`src/sv/rism_pkg.sv`:
```
// Shared types and constants for the radial iris sparkle mask unit.
// Depends on nothing; used by rism_cfg, radial_iris_sparkle_mask_unit and the testbench.
package rism_pkg;

	localparam int unsigned P_MAX_DIM = 4096;

	localparam int unsigned CFG_W  = 13;
	localparam int unsigned CFG_IDX_W = 4;
	localparam int unsigned CFG_DATA_W = 16;
	localparam int unsigned OFS_W  = 11;
	localparam int unsigned RND_W  = 32;
	localparam int unsigned CRD_W  = 12;
	localparam int unsigned LVL_W  = 8;
	localparam int unsigned DITH_W = 5;
	localparam int unsigned NQUAD  = 4;
	localparam int unsigned SQR_W  = 2 * OFS_W;
	localparam int unsigned SUM_W  = SQR_W + 1;
	localparam int unsigned SCALE_W = 16;
	localparam logic [SCALE_W-1:0] LEVEL_SCALE_SQ = 16'd50176;
	localparam int unsigned NUM_W  = SUM_W + SCALE_W;
	localparam int unsigned QUO_W  = 14;
	localparam int unsigned ROOT_W = 7;

	localparam logic [CFG_W-1:0] RESET_WIDTH  = 13'd640;
	localparam logic [CFG_W-1:0] RESET_HEIGHT = 13'd480;

	localparam int unsigned IN_DATA_W  = 56;
	localparam int unsigned OUT_DATA_W = 80;

	typedef enum logic [CFG_IDX_W-1:0] {
		REG_FRAME_WIDTH  = 4'd0,
		REG_FRAME_HEIGHT = 4'd1
	} reg_idx_t;

	typedef struct packed {
		logic [NQUAD*DITH_W-1:0] dither;
		logic [CRD_W-1:0]        row_lower;
		logic [CRD_W-1:0]        row_upper;
		logic [CRD_W-1:0]        col_right;
		logic [CRD_W-1:0]        col_left;
	} side_t;

endpackage

```
`src/sv/rism_cfg.sv`:
```
// Configuration registers of the mask unit and the frame constants derived from them.
// Depends on rism_pkg.
module rism_cfg import rism_pkg::*; #(
	parameter int unsigned MAX_DIM = P_MAX_DIM,
	parameter int unsigned DIM_W   = $clog2(MAX_DIM + 1),
	parameter int unsigned DEN_W   = 2 * DIM_W + 1
) (
	input  logic                  clk,
	input  logic                  arst_n,
	input  logic                  cfg_valid,
	output logic                  cfg_ready,
	input  logic [CFG_IDX_W-1:0]  cfg_index,
	input  logic [CFG_DATA_W-1:0] cfg_data,
	output logic [DIM_W-1:0]      dim_w,
	output logic [DIM_W-1:0]      dim_h,
	output logic [DIM_W-1:0]      half_w,
	output logic [DIM_W-1:0]      half_h,
	output logic [DEN_W-1:0]      den
);

	logic [CFG_W-1:0] width_q;
	logic [CFG_W-1:0] height_q;
	logic [DEN_W-1:0] den_q;
	logic [DIM_W:0]   w_inc;
	logic [DIM_W:0]   h_inc;

	function automatic logic [DIM_W-1:0] eff_dim(input logic [CFG_W-1:0] raw);
		logic [DIM_W-1:0] res;
		if (raw == '0) begin
			res = DIM_W'(1);
		end else if (32'(raw) > 32'(MAX_DIM)) begin
			res = DIM_W'(MAX_DIM);
		end else begin
			res = DIM_W'(raw);
		end
		return res;
	endfunction

	assign cfg_ready = 1'b1;

	always_ff @(posedge clk or negedge arst_n) begin
		if (!arst_n) begin
			width_q  <= RESET_WIDTH;
			height_q <= RESET_HEIGHT;
		end else if (cfg_valid) begin
			unique case (cfg_index)
				REG_FRAME_WIDTH:  width_q  <= cfg_data[CFG_W-1:0];
				REG_FRAME_HEIGHT: height_q <= cfg_data[CFG_W-1:0];
				default: ;
			endcase
		end
	end

	assign dim_w  = eff_dim(width_q);
	assign dim_h  = eff_dim(height_q);
	assign w_inc  = {1'b0, dim_w} + 1'b1;
	assign h_inc  = {1'b0, dim_h} + 1'b1;
	assign half_w = w_inc[DIM_W:1];
	assign half_h = h_inc[DIM_W:1];

	// The divisor is registered; it is stable long before any request reaches the divider.
	always_ff @(posedge clk) begin
		den_q <= DEN_W'(dim_w) * DEN_W'(dim_w) + DEN_W'(dim_h) * DEN_W'(dim_h);
	end

	assign den = den_q;

endmodule

```
`src/sv/radial_iris_sparkle_mask_unit.sv`:
```
// Top level of the radial iris sparkle mask unit: clamp, squares, divider and square root pipeline.
// Depends on rism_pkg and rism_cfg.
//
// Each request on the s_axis channel carries a quadrant offset from the frame center and a
// random word. The m_axis channel returns the four mirrored coordinates and four dithered
// levels, where the base level is isqrt(50176 * (x*x + y*y) / (w*w + h*h)).
// Frame width and height are written through the cfg channel, which is always ready; write
// them only while no request is in flight.
// The pipeline has 25 register stages. One request is taken every cycle unless a stall on
// m_axis has filled the stages ahead of the input; the restoring divider retires one quotient
// bit per stage and the square root one root bit per stage.
// Each stage holds its data while the stage after it is full and stalled, so an empty stage
// still takes a request while the output waits. A stall on m_axis loses nothing.
// Reset clears all valid bits and loads a 640 by 480 frame.
module radial_iris_sparkle_mask_unit import rism_pkg::*; #(
	parameter int unsigned MAX_DIM = P_MAX_DIM
) (
	input  logic                  clk,
	input  logic                  arst_n,
	input  logic                  cfg_valid,
	output logic                  cfg_ready,
	input  logic [CFG_IDX_W-1:0]  cfg_index,
	input  logic [CFG_DATA_W-1:0] cfg_data,
	input  logic                  s_axis_tvalid,
	output logic                  s_axis_tready,
	// offset_x [10:0], offset_y [21:11], random_word [53:22], zero [55:54]
	input  logic [IN_DATA_W-1:0]  s_axis_tdata,
	output logic                  m_axis_tvalid,
	input  logic                  m_axis_tready,
	// col_left [11:0], col_right [23:12], row_upper [35:24], row_lower [47:36],
	// level_upper_left [55:48], level_upper_right [63:56],
	// level_lower_left [71:64], level_lower_right [79:72]
	output logic [OUT_DATA_W-1:0] m_axis_tdata
);

	localparam int unsigned DIM_W = $clog2(MAX_DIM + 1);
	localparam int unsigned DEN_W = 2 * DIM_W + 1;
	localparam int unsigned REM_W = (NUM_W > DEN_W + QUO_W) ? NUM_W : DEN_W + QUO_W;
	localparam int unsigned DIV0  = 3;
	localparam int unsigned SQ0   = DIV0 + QUO_W;
	localparam int unsigned NSTG  = SQ0 + ROOT_W + 1;

	logic [DIM_W-1:0] dim_w;
	logic [DIM_W-1:0] dim_h;
	logic [DIM_W-1:0] half_w;
	logic [DIM_W-1:0] half_h;
	logic [DEN_W-1:0] den;

	rism_cfg #(
		.MAX_DIM(MAX_DIM),
		.DIM_W  (DIM_W),
		.DEN_W  (DEN_W)
	) u_cfg (
		.clk      (clk),
		.arst_n   (arst_n),
		.cfg_valid(cfg_valid),
		.cfg_ready(cfg_ready),
		.cfg_index(cfg_index),
		.cfg_data (cfg_data),
		.dim_w    (dim_w),
		.dim_h    (dim_h),
		.half_w   (half_w),
		.half_h   (half_h),
		.den      (den)
	);

	logic [NSTG-1:0] vld_q;
	logic [NSTG:0]   en;

	always_comb begin
		en[NSTG] = m_axis_tready;
		for (int k = NSTG - 1; k >= 0; k--) begin
			en[k] = !vld_q[k] || en[k+1];
		end
	end

	always_ff @(posedge clk or negedge arst_n) begin
		if (!arst_n) begin
			vld_q <= '0;
		end else begin
			if (en[0]) begin
				vld_q[0] <= s_axis_tvalid;
			end
			for (int k = 1; k < NSTG; k++) begin
				if (en[k]) begin
					vld_q[k] <= vld_q[k-1];
				end
			end
		end
	end

	assign s_axis_tready = en[0];
	assign m_axis_tvalid = vld_q[NSTG-1];

	// Stage 1: clamp and mirrored coordinates.
	logic [OFS_W-1:0] in_x;
	logic [OFS_W-1:0] in_y;
	logic [RND_W-1:0] in_rnd;
	logic [DIM_W-1:0] lim_x;
	logic [DIM_W-1:0] lim_y;
	logic [OFS_W-1:0] cx;
	logic [OFS_W-1:0] cy;
	logic [DIM_W-1:0] cl_full;
	logic [DIM_W-1:0] ru_full;
	side_t            side_in;

	assign in_x   = s_axis_tdata[OFS_W-1:0];
	assign in_y   = s_axis_tdata[2*OFS_W-1:OFS_W];
	assign in_rnd = s_axis_tdata[2*OFS_W+RND_W-1:2*OFS_W];
	assign lim_x  = half_w - 1'b1;
	assign lim_y  = half_h - 1'b1;
	assign cx = (32'(in_x) > 32'(lim_x)) ? OFS_W'(lim_x) : in_x;
	assign cy = (32'(in_y) > 32'(lim_y)) ? OFS_W'(lim_y) : in_y;
	assign cl_full = lim_x - DIM_W'(cx);
	assign ru_full = lim_y - DIM_W'(cy);

	always_comb begin
		side_in.col_left  = CRD_W'(cl_full);
		side_in.col_right = CRD_W'(dim_w - cl_full - 1'b1);
		side_in.row_upper = CRD_W'(ru_full);
		side_in.row_lower = CRD_W'(dim_h - ru_full - 1'b1);
		for (int k = 0; k < NQUAD; k++) begin
			side_in.dither[k*DITH_W +: DITH_W] = in_rnd[k*8 +: DITH_W];
		end
	end

	logic [OFS_W-1:0] x_s1;
	logic [OFS_W-1:0] y_s1;
	side_t            side_s1;

	always_ff @(posedge clk) begin
		if (en[0]) begin
			x_s1    <= cx;
			y_s1    <= cy;
			side_s1 <= side_in;
		end
	end

	// Stage 2: sum of squares.
	logic [SUM_W-1:0] sum_s2;
	side_t            side_s2;

	always_ff @(posedge clk) begin
		if (en[1]) begin
			sum_s2  <= SUM_W'(SQR_W'(x_s1) * SQR_W'(x_s1)) +
				SUM_W'(SQR_W'(y_s1) * SQR_W'(y_s1));
			side_s2 <= side_s1;
		end
	end

	// Stage 3: scaled numerator.
	logic [NUM_W-1:0] num_s3;
	side_t            side_s3;

	always_ff @(posedge clk) begin
		if (en[2]) begin
			num_s3  <= NUM_W'(sum_s2) * NUM_W'(LEVEL_SCALE_SQ);
			side_s3 <= side_s2;
		end
	end

	// Restoring divider, one quotient bit per stage, most significant first.
	logic [REM_W-1:0] rem_s  [QUO_W];
	logic [QUO_W-1:0] quo_s  [QUO_W];
	side_t            dside_s [QUO_W];

	for (genvar j = 0; j < QUO_W; j++) begin : g_div
		logic [REM_W-1:0] rem_in;
		logic [QUO_W-1:0] quo_in;
		side_t            side_prev;
		logic [REM_W-1:0] dsh;
		logic             take;

		if (j == 0) begin : g_first
			assign rem_in    = REM_W'(num_s3);
			assign quo_in    = '0;
			assign side_prev = side_s3;
		end else begin : g_next
			assign rem_in    = rem_s[j-1];
			assign quo_in    = quo_s[j-1];
			assign side_prev = dside_s[j-1];
		end

		assign dsh  = REM_W'(den) << (QUO_W - 1 - j);
		assign take = rem_in >= dsh;

		always_ff @(posedge clk) begin
			if (en[DIV0+j]) begin
				rem_s[j]   <= take ? rem_in - dsh : rem_in;
				quo_s[j]   <= quo_in | (take ? (QUO_W'(1) << (QUO_W - 1 - j)) : '0);
				dside_s[j] <= side_prev;
			end
		end
	end

	// Square root, one root bit per stage, most significant first.
	logic [QUO_W-1:0]  rad_s   [ROOT_W];
	logic [ROOT_W-1:0] root_s  [ROOT_W];
	side_t             rside_s [ROOT_W];

	for (genvar k = 0; k < ROOT_W; k++) begin : g_sqrt
		logic [QUO_W-1:0]  rad_in;
		logic [ROOT_W-1:0] root_in;
		side_t             side_prev;
		logic [ROOT_W-1:0] trial;
		logic [QUO_W-1:0]  trial_sq;

		if (k == 0) begin : g_first
			assign rad_in    = quo_s[QUO_W-1];
			assign root_in   = '0;
			assign side_prev = dside_s[QUO_W-1];
		end else begin : g_next
			assign rad_in    = rad_s[k-1];
			assign root_in   = root_s[k-1];
			assign side_prev = rside_s[k-1];
		end

		assign trial    = root_in | (ROOT_W'(1) << (ROOT_W - 1 - k));
		assign trial_sq = QUO_W'(trial) * QUO_W'(trial);

		always_ff @(posedge clk) begin
			if (en[SQ0+k]) begin
				rad_s[k]   <= rad_in;
				root_s[k]  <= (trial_sq <= rad_in) ? trial : root_in;
				rside_s[k] <= side_prev;
			end
		end
	end

	// Output stage: dithered levels.
	side_t                   side_out;
	logic [NQUAD*LVL_W-1:0]  lvl_in;
	logic [NQUAD*LVL_W-1:0]  lvl_out;
	side_t                   side_fin;

	assign side_fin = rside_s[ROOT_W-1];

	always_comb begin
		for (int k = 0; k < NQUAD; k++) begin
			lvl_in[k*LVL_W +: LVL_W] = LVL_W'(root_s[ROOT_W-1]) +
				LVL_W'(side_fin.dither[k*DITH_W +: DITH_W]);
		end
	end

	always_ff @(posedge clk) begin
		if (en[NSTG-1]) begin
			side_out <= side_fin;
			lvl_out  <= lvl_in;
		end
	end

	assign m_axis_tdata = {lvl_out, side_out.row_lower, side_out.row_upper,
		side_out.col_right, side_out.col_left};

endmodule

```
`config.mk`:
```
export PLATFORM = sky130hd
export DESIGN_NAME = radial_iris_sparkle_mask_unit
export DESIGN_NICKNAME = d
export VERILOG_FILES = /design/src/sv/rism_pkg.sv /design/src/sv/rism_cfg.sv /design/src/sv/radial_iris_sparkle_mask_unit.sv
export SDC_FILE = /design/constraint.sdc
export NUM_CORES = 2
export LEC_CHECK = 0
export ABC_AREA = 1
export BUFFER_PORTS_ARGS = -buffer_cell sky130_fd_sc_hd__buf_2
export CORE_MARGIN = 2
export CORE_UTILIZATION = 55
export CTS_CLUSTER_SIZE = 25
export DETAILED_ROUTE_END_ITERATION = 12
export GPL_TIMING_DRIVEN = 0
export PLACE_DENSITY = 0.74
export SYNTH_ARGS = -nofsm -noshare
export SYNTH_HDL_FRONTEND = slang
export SYNTH_SLANG_ARGS = --single-unit
```
`constraint.sdc`:
```
create_clock -name clk -period 29.1 [get_ports clk]
set_clock_uncertainty 0.2 [all_clocks]
set_input_delay 2.91 -clock clk [delete_from_list [all_inputs] [get_ports clk]]
set_output_delay 2.91 -clock clk [all_outputs]
set_load 0.03 [all_outputs]
```
# Word level (Yosys, flattened, before mapping)
# Memory sizes are Yosys's and may differ from the RTL's.
# Index checks and enable logic that the tools add are counted.
[classes]
n_addsub = 30
n_mul = 11
order_cmp = 25
n_eq_ne = 1
n_mux = 83
bitwise = 13
n_reduce_logical = 55
[ops]
columns = ["op", "n"]
rows = [
  ["2-to-1 mux 41 bit", 14],
  ["<= comparator 14 bit", 6],
  ["multiplier 7 x 7 -> 14 bit", 6],
  ["2-to-1 mux 13 bit", 5],
  ["multiplier 13 x 13 -> 26 bit", 2],
  ["multiplier 11 x 11 -> 22 bit", 2],
  ["2-to-1 mux 1 bit", 44],
  [">= comparator 41 x 27 -> 1 bit", 1],
  [">= comparator 41 x 28 -> 1 bit", 1],
  [">= comparator 41 x 29 -> 1 bit", 1],
  [">= comparator 41 x 30 -> 1 bit", 1],
  [">= comparator 41 x 31 -> 1 bit", 1],
  [">= comparator 41 x 32 -> 1 bit", 1],
  [">= comparator 41 x 33 -> 1 bit", 1],
  [">= comparator 41 x 34 -> 1 bit", 1],
  [">= comparator 41 x 35 -> 1 bit", 1],
  [">= comparator 41 x 36 -> 1 bit", 1],
  [">= comparator 41 x 37 -> 1 bit", 1],
  [">= comparator 41 x 38 -> 1 bit", 1],
  [">= comparator 41 x 39 -> 1 bit", 1],
  ["subtractor 39 x 40 -> 41 bit", 1],
  ["subtractor 41 x 27 -> 41 bit", 1],
  ["subtractor 41 x 28 -> 41 bit", 1],
  ["subtractor 41 x 29 -> 41 bit", 1],
  ["54 further kinds", 122],
]
[word_totals]
reg_bits = 436
ramBits = 2345
inputBits = 81
output_inout_bits = 83
word_cells = 276
mem_count = 6
[mem_list]
columns = ["name", "words", "word_bits", "rd", "rd_clocked_by_memory_dff", "write_ports", "line_no", "text"]
rows = [
  ["dside_s", 14, 68, 14, 0, 14, "radial_iris_sparkle_mask_unit.sv:165", "side_t dside_s [QUO_W];"],
  ["rem_s", 14, 41, 13, 0, 14, "radial_iris_sparkle_mask_unit.sv:163", "logic [REM_W-1:0] rem_s [QUO_W];"],
  ["rside_s", 7, 68, 7, 0, 7, "radial_iris_sparkle_mask_unit.sv:199", "side_t rside_s [ROOT_W];"],
  ["quo_s", 14, 14, 14, 0, 14, "radial_iris_sparkle_mask_unit.sv:164", "logic [QUO_W-1:0] quo_s [QUO_W];"],
  ["rad_s", 7, 14, 6, 0, 7, "radial_iris_sparkle_mask_unit.sv:197", "logic [QUO_W-1:0] rad_s [ROOT_W];"],
  ["root_s", 7, 7, 7, 0, 7, "radial_iris_sparkle_mask_unit.sv:198", "logic [ROOT_W-1:0] root_s [ROOT_W];"],
]

# Logic depth before layout (Yosys ltp)
[logic_depth]
ltp_word = 26
depth_mapped = 53
depth_no_buf = 51

# Cells and area by module
# From an unflattened synthesis, not the netlist that was laid out.
[hier_totals]
hier_cells = 10256
area_unflattened_um2 = 126184.8
[modules_own_cells]
columns = ["module", "n_inst", "cells_each", "area_each_um2", "seq_area_each_um2"]
rows = [
  ["radial_iris_sparkle_mask_unit", 1, 8843, 114290.9, 74226.2],
  ["rism_cfg", 1, 1413, 11893.9, 1198.6],
]

# Worst setup path after synthesis
# Ideal clock, no wire load.
[synth_timing]
path_kind = "input port to output port"
from = "input m_axis_tready"
to = "output s_axis_tready"
arrival_time_ps = 25749
t_required_ps = 25990
slack_ps = 241
stages = 38
path_buffers = 0
path_cell_list = "nor2_2 inv_2 nor2_2 inv_2 nor2_2 inv_2 nor2_2 inv_2 nor2_2 inv_2 nor2_1 inv_2 nor2_2 inv_2 nor2_2 inv_2 nor2_2 inv_2 [... 2 more ...] nor2_2 inv_2 nor2_2 inv_2 nor2_2 inv_2 nor2_4 nand2_2 nor2_4 nand2_2 nor2_4 nand2_2 nor2_4 nand2_2 nor2_4 nand2_2 nor2_4 nand2_2"
[synth_via]
elab_chain_len = 25
[synth_lines]
columns = ["element", "line_no", "text"]
rows = [
  ["start: declaration", "radial_iris_sparkle_mask_unit.sv:29", "input logic m_axis_tready,"],
  ["logical OR 1 bit", "radial_iris_sparkle_mask_unit.sv:73", "en[k] = !vld_q[k] || en[k+1];"],
  ["named net en[24]", "radial_iris_sparkle_mask_unit.sv:68", "logic [NSTG:0] en;"],
  ["logical OR 1 bit", "radial_iris_sparkle_mask_unit.sv:73", ""],
  ["named net en[23]", "radial_iris_sparkle_mask_unit.sv:68", ""],
  ["logical OR 1 bit", "radial_iris_sparkle_mask_unit.sv:73", ""],
  ["named net en[22]", "radial_iris_sparkle_mask_unit.sv:68", ""],
  ["logical OR 1 bit", "radial_iris_sparkle_mask_unit.sv:73", ""],
  ["named net en[21]", "radial_iris_sparkle_mask_unit.sv:68", ""],
  ["[... 1 more ...]", "-", ""],
  ["named net en[20]", "radial_iris_sparkle_mask_unit.sv:68", ""],
  ["[... 1 more ...]", "-", ""],
  ["named net en[19]", "radial_iris_sparkle_mask_unit.sv:68", ""],
  ["[... 1 more ...]", "-", ""],
  ["named net en[18]", "radial_iris_sparkle_mask_unit.sv:68", ""],
  ["[... 1 more ...]", "-", ""],
  ["named net en[17]", "radial_iris_sparkle_mask_unit.sv:68", ""],
  ["[... 1 more ...]", "-", ""],
  ["named net en[16]", "radial_iris_sparkle_mask_unit.sv:68", ""],
  ["[... 1 more ...]", "-", ""],
  ["named net en[15]", "radial_iris_sparkle_mask_unit.sv:68", ""],
  ["[... 1 more ...]", "-", ""],
  ["named net en[14]", "radial_iris_sparkle_mask_unit.sv:68", ""],
  ["[... 1 more ...]", "-", ""],
  ["named net en[13]", "radial_iris_sparkle_mask_unit.sv:68", ""],
  ["[... 1 more ...]", "-", ""],
  ["named net en[12]", "radial_iris_sparkle_mask_unit.sv:68", ""],
  ["[... 2 more ...]", "-", ""],
  ["named net en[10]", "radial_iris_sparkle_mask_unit.sv:68", ""],
  ["[... 2 more ...]", "-", ""],
  ["named net en[8]", "radial_iris_sparkle_mask_unit.sv:68", ""],
  ["logical OR 1 bit (2 in series)", "radial_iris_sparkle_mask_unit.sv:73", ""],
  ["named net en[6]", "radial_iris_sparkle_mask_unit.sv:68", ""],
  ["logical OR 1 bit (2 in series)", "radial_iris_sparkle_mask_unit.sv:73", ""],
  ["named net en[4]", "radial_iris_sparkle_mask_unit.sv:68", ""],
  ["logical OR 1 bit (2 in series)", "radial_iris_sparkle_mask_unit.sv:73", ""],
  ["named net en[2]", "radial_iris_sparkle_mask_unit.sv:68", ""],
  ["logical OR 1 bit (2 in series)", "radial_iris_sparkle_mask_unit.sv:73", ""],
  ["end: declaration", "radial_iris_sparkle_mask_unit.sv:25", "output logic s_axis_tready,"],
]
# The timed path passes the listed nets, and every way through them passes these cells.

# Final worst setup path
# Same ends and word-level chain as after synthesis.

==> impl_metrics.tcl <==
set metrics [dict create \
    nNetsFinal 11720 \
    area_growth_pct 11.09 \
    finalSetupViolations 0 \
    clock-sinks 2529 \
    ios 164 \
    ys_async_sr_fraction 0.02017 \
    crit_path_frequent_cell "nor2_2" \
    clk_path_buf_depth 4 \
    dp.cells 13020 \
    routed_via_density 5.443 \
    place_ws_ns 10.35 \
    critPathMaxStageDelay_ns 0.66 \
    place_congestion 0.9274 \
    layout.cells.non_filler 13490 \
    grt_first_pass_wirelength_um 422300 \
    ys_types 79 \
    r2r_setup_slack_ns 15.64 \
    ys_seq_area_frac 0.6046 \
    die_height_um 480.3 \
    cap_viol_max_count 0 \
    fillCellCount 16730 \
    grt-ovfl-total 0 \
    h-tree-depth 5 \
    drive_gt1_frac 0.07478 \
    firstDrtPassIters 8 \
    fin_crit_ns 18.41 \
    status "finished clean" \
    grt.total_usage 0.2359 \
    postSynthCellCount 9823 \
    relSlewSlack 0.02236 \
    cts_tree "done" \
    avgSynthCellArea_um2 12.70 \
    first_iter_violations 5738 \
    hold_buffers 0 \
    synthAdderAreaFrac 0.1626 \
    path_max_fanout 113 \
    fmax_ghz 0.05431 \
    required_ns 25.99 \
    ys_seq_elements 2529 \
    synth-edff-count 2451 \
    clk_pin_slew_worst_paths_ns 0.06 \
    hp-class "reg2reg" \
    tightest_slew_ns 1.465 \
    antenna_found_initial 8 \
    fp.coreArea_um2 225100 \
    rsz0062_at_grt "false" \
    final_common_cell "edfxtp_1" \
    dp_hpwl_um 183800 \
    drc 0 \
    die_w_um 480.3 \
    finalCritPeriodShare 0.6327 \
    cts.repair.resized 0 \
    end_kind "output port" \
    start_util 0.5542 \
    synth_flop_cell "edfxtp_1" \
    yosys.area_share.xor_xnor 0.04153 \
    critPathSlowestCell "inv_4" \
    path_class "in2out" \
    synth_top_family_by_area "adder cells" \
    seq_area_um2 75430 \
    routedWlPerCell_um 19.92 \
    ant_nets 0 \
    grt_pass1_vias 75520 \
    finalHoldViolCount 0 \
    synth-simple-area-share 0.08354 \
    grt_start_max_net_pins 114 \
    synthMuxAreaShare 0.0004513 \
    dieArea_um2 230700 \
    multi_input_area_um2 43330 \
    synth_compound_area_frac 0.05761 \
    port_buffers 145 \
    cts_made_buffers 275 \
    yosys_warnings 0 \
    synth_area_um2 124800 \
    start_kind "input pin" \
    vias 73450 \
    worstPathArrival_ns 15.30 \
    slew_viol_final 0 \
    clockRootBuffer "clkbuf_16" \
    routed_wl_um 268800 \
    rows 174 \
    worst_slack_ns 10.69 \
    cts_setup_buffers 0 \
    clock_latency_ns 0.95 \
    mostFrequentLayoutCells "edfxtp_1, inv_1, nand2_1" \
]
-- worst paths after layout --
check / cells past startpoint / end / start
max in group asynchronous: 1 / vld_q[11] / arst_n
min reg2reg: 0 / m_axis_tdata[25] / rside_s[6][25]
min: 0 / m_axis_tdata[25] / rside_s[6][25]
min in group asynchronous: 1 / u_cfg.height_q[11] / arst_n
max: 47 / s_axis_tready / m_axis_tready
max reg2reg: 47 / side_s1[36] / vld_q[24]
-- critical path, delay by kind of cell --
family                 cells  cell delay [ns]
AND/OR/NAND/NOR           25             5.25
buffers and inverters     22             6.85
-- flip-flops by register name (all words and copies together) (netlist names) --
signal,count
y_s1,11
x_s1,11
num_s3,29
sum_s2,23
m_axis_tdata,48
root_s,28
side_s1,68
rad_s,84
u_cfg.height_q,13
g_div.side_prev,68
side_s2,68
rside_s,476
vld_q,25
dside_s,952
u_cfg.width_q,13
rem_s,448
quo_s,105
lvl_out,32
u_cfg.den,27
-- synthesized netlist by cell type, types with 37 or more instances --
cell type / count / share of area
a21oi_1: 739 / 0.030
clkbuf_1: 97 / 0.0029
dfrtp_1: 45 / 0.0090
edfxtp_1: 2451 / 0.59
fa_1: 480 / 0.077
ha_1: 853 / 0.086
inv_1: 1438 / 0.043
inv_2: 55 / 0.0017
nand2_1: 1224 / 0.037
nand3_1: 210 / 0.0084
nand4_1: 94 / 0.0047
nor2_1: 629 / 0.019
nor3_1: 68 / 0.0027
nor4_1: 37 / 0.0019
o21ai_0: 326 / 0.013
o21bai_1: 41 / 0.0025
xnor2_1: 269 / 0.019
xor2_1: 317 / 0.022
-- cell type report --
| class | instances | share of cell area |
|---|---|---|
| sequential | 2529 | 0.5442 |
| timing repair buffer | 168 | 0.009623 |
| multi-input combinational | 5700 | 0.3126 |
| antenna | 4 | 0.00007222 |
| clock inverter | 140 | 0.008296 |
| clock buffer | 329 | 0.05301 |
| inverter | 1507 | 0.04134 |
| buffer | 124 | 0.003783 |
| tap | 2992 | 0.02701 |
-- routing by layer --
metal  global-route usage  vias up  part of all wire
met3              0.03561      486             0.052
met5                    0        -           0.00013
met2               0.4128     2190              0.51
met4              0.08204        6             0.034
met1               0.2992    36080              0.40
li1                     -    34680                 -
-- logic make-up (layout without fill, tap and decap cells) --
group	after synthesis	after routing
buffers and inverters	1631	2268
AO/OA/AOI/OAI	1314	1314
AND/OR/NAND/NOR	2420	2420
other	2	43
multiplexers	5	5
adder cells (fa/ha/maj)	1333	1333
flip-flops	2529	2529
XOR/XNOR	589	589
-- metrics by stage --
stage | setup TNS (ns) | instance area (µm²) | hold slack, ns | utilization
after detailed placement | 0 | 130100 | 0.2045 | 0.5778
after floorplan | 0 | 124900 | 0.2003 | -
after global placement | -3428.48 | 129400 | 0.2001 | 0.5747
final | 0 | 138600 | 0.1651 | 0.6157
after CTS | 0 | 138600 | 0.1669 | 0.6155
after global routing | 0 | 138600 | 0.1835 | 0.6157
Power is not shown: default switching activity piles up to over one toggle a cycle in this logic, so the estimate is an artifact.
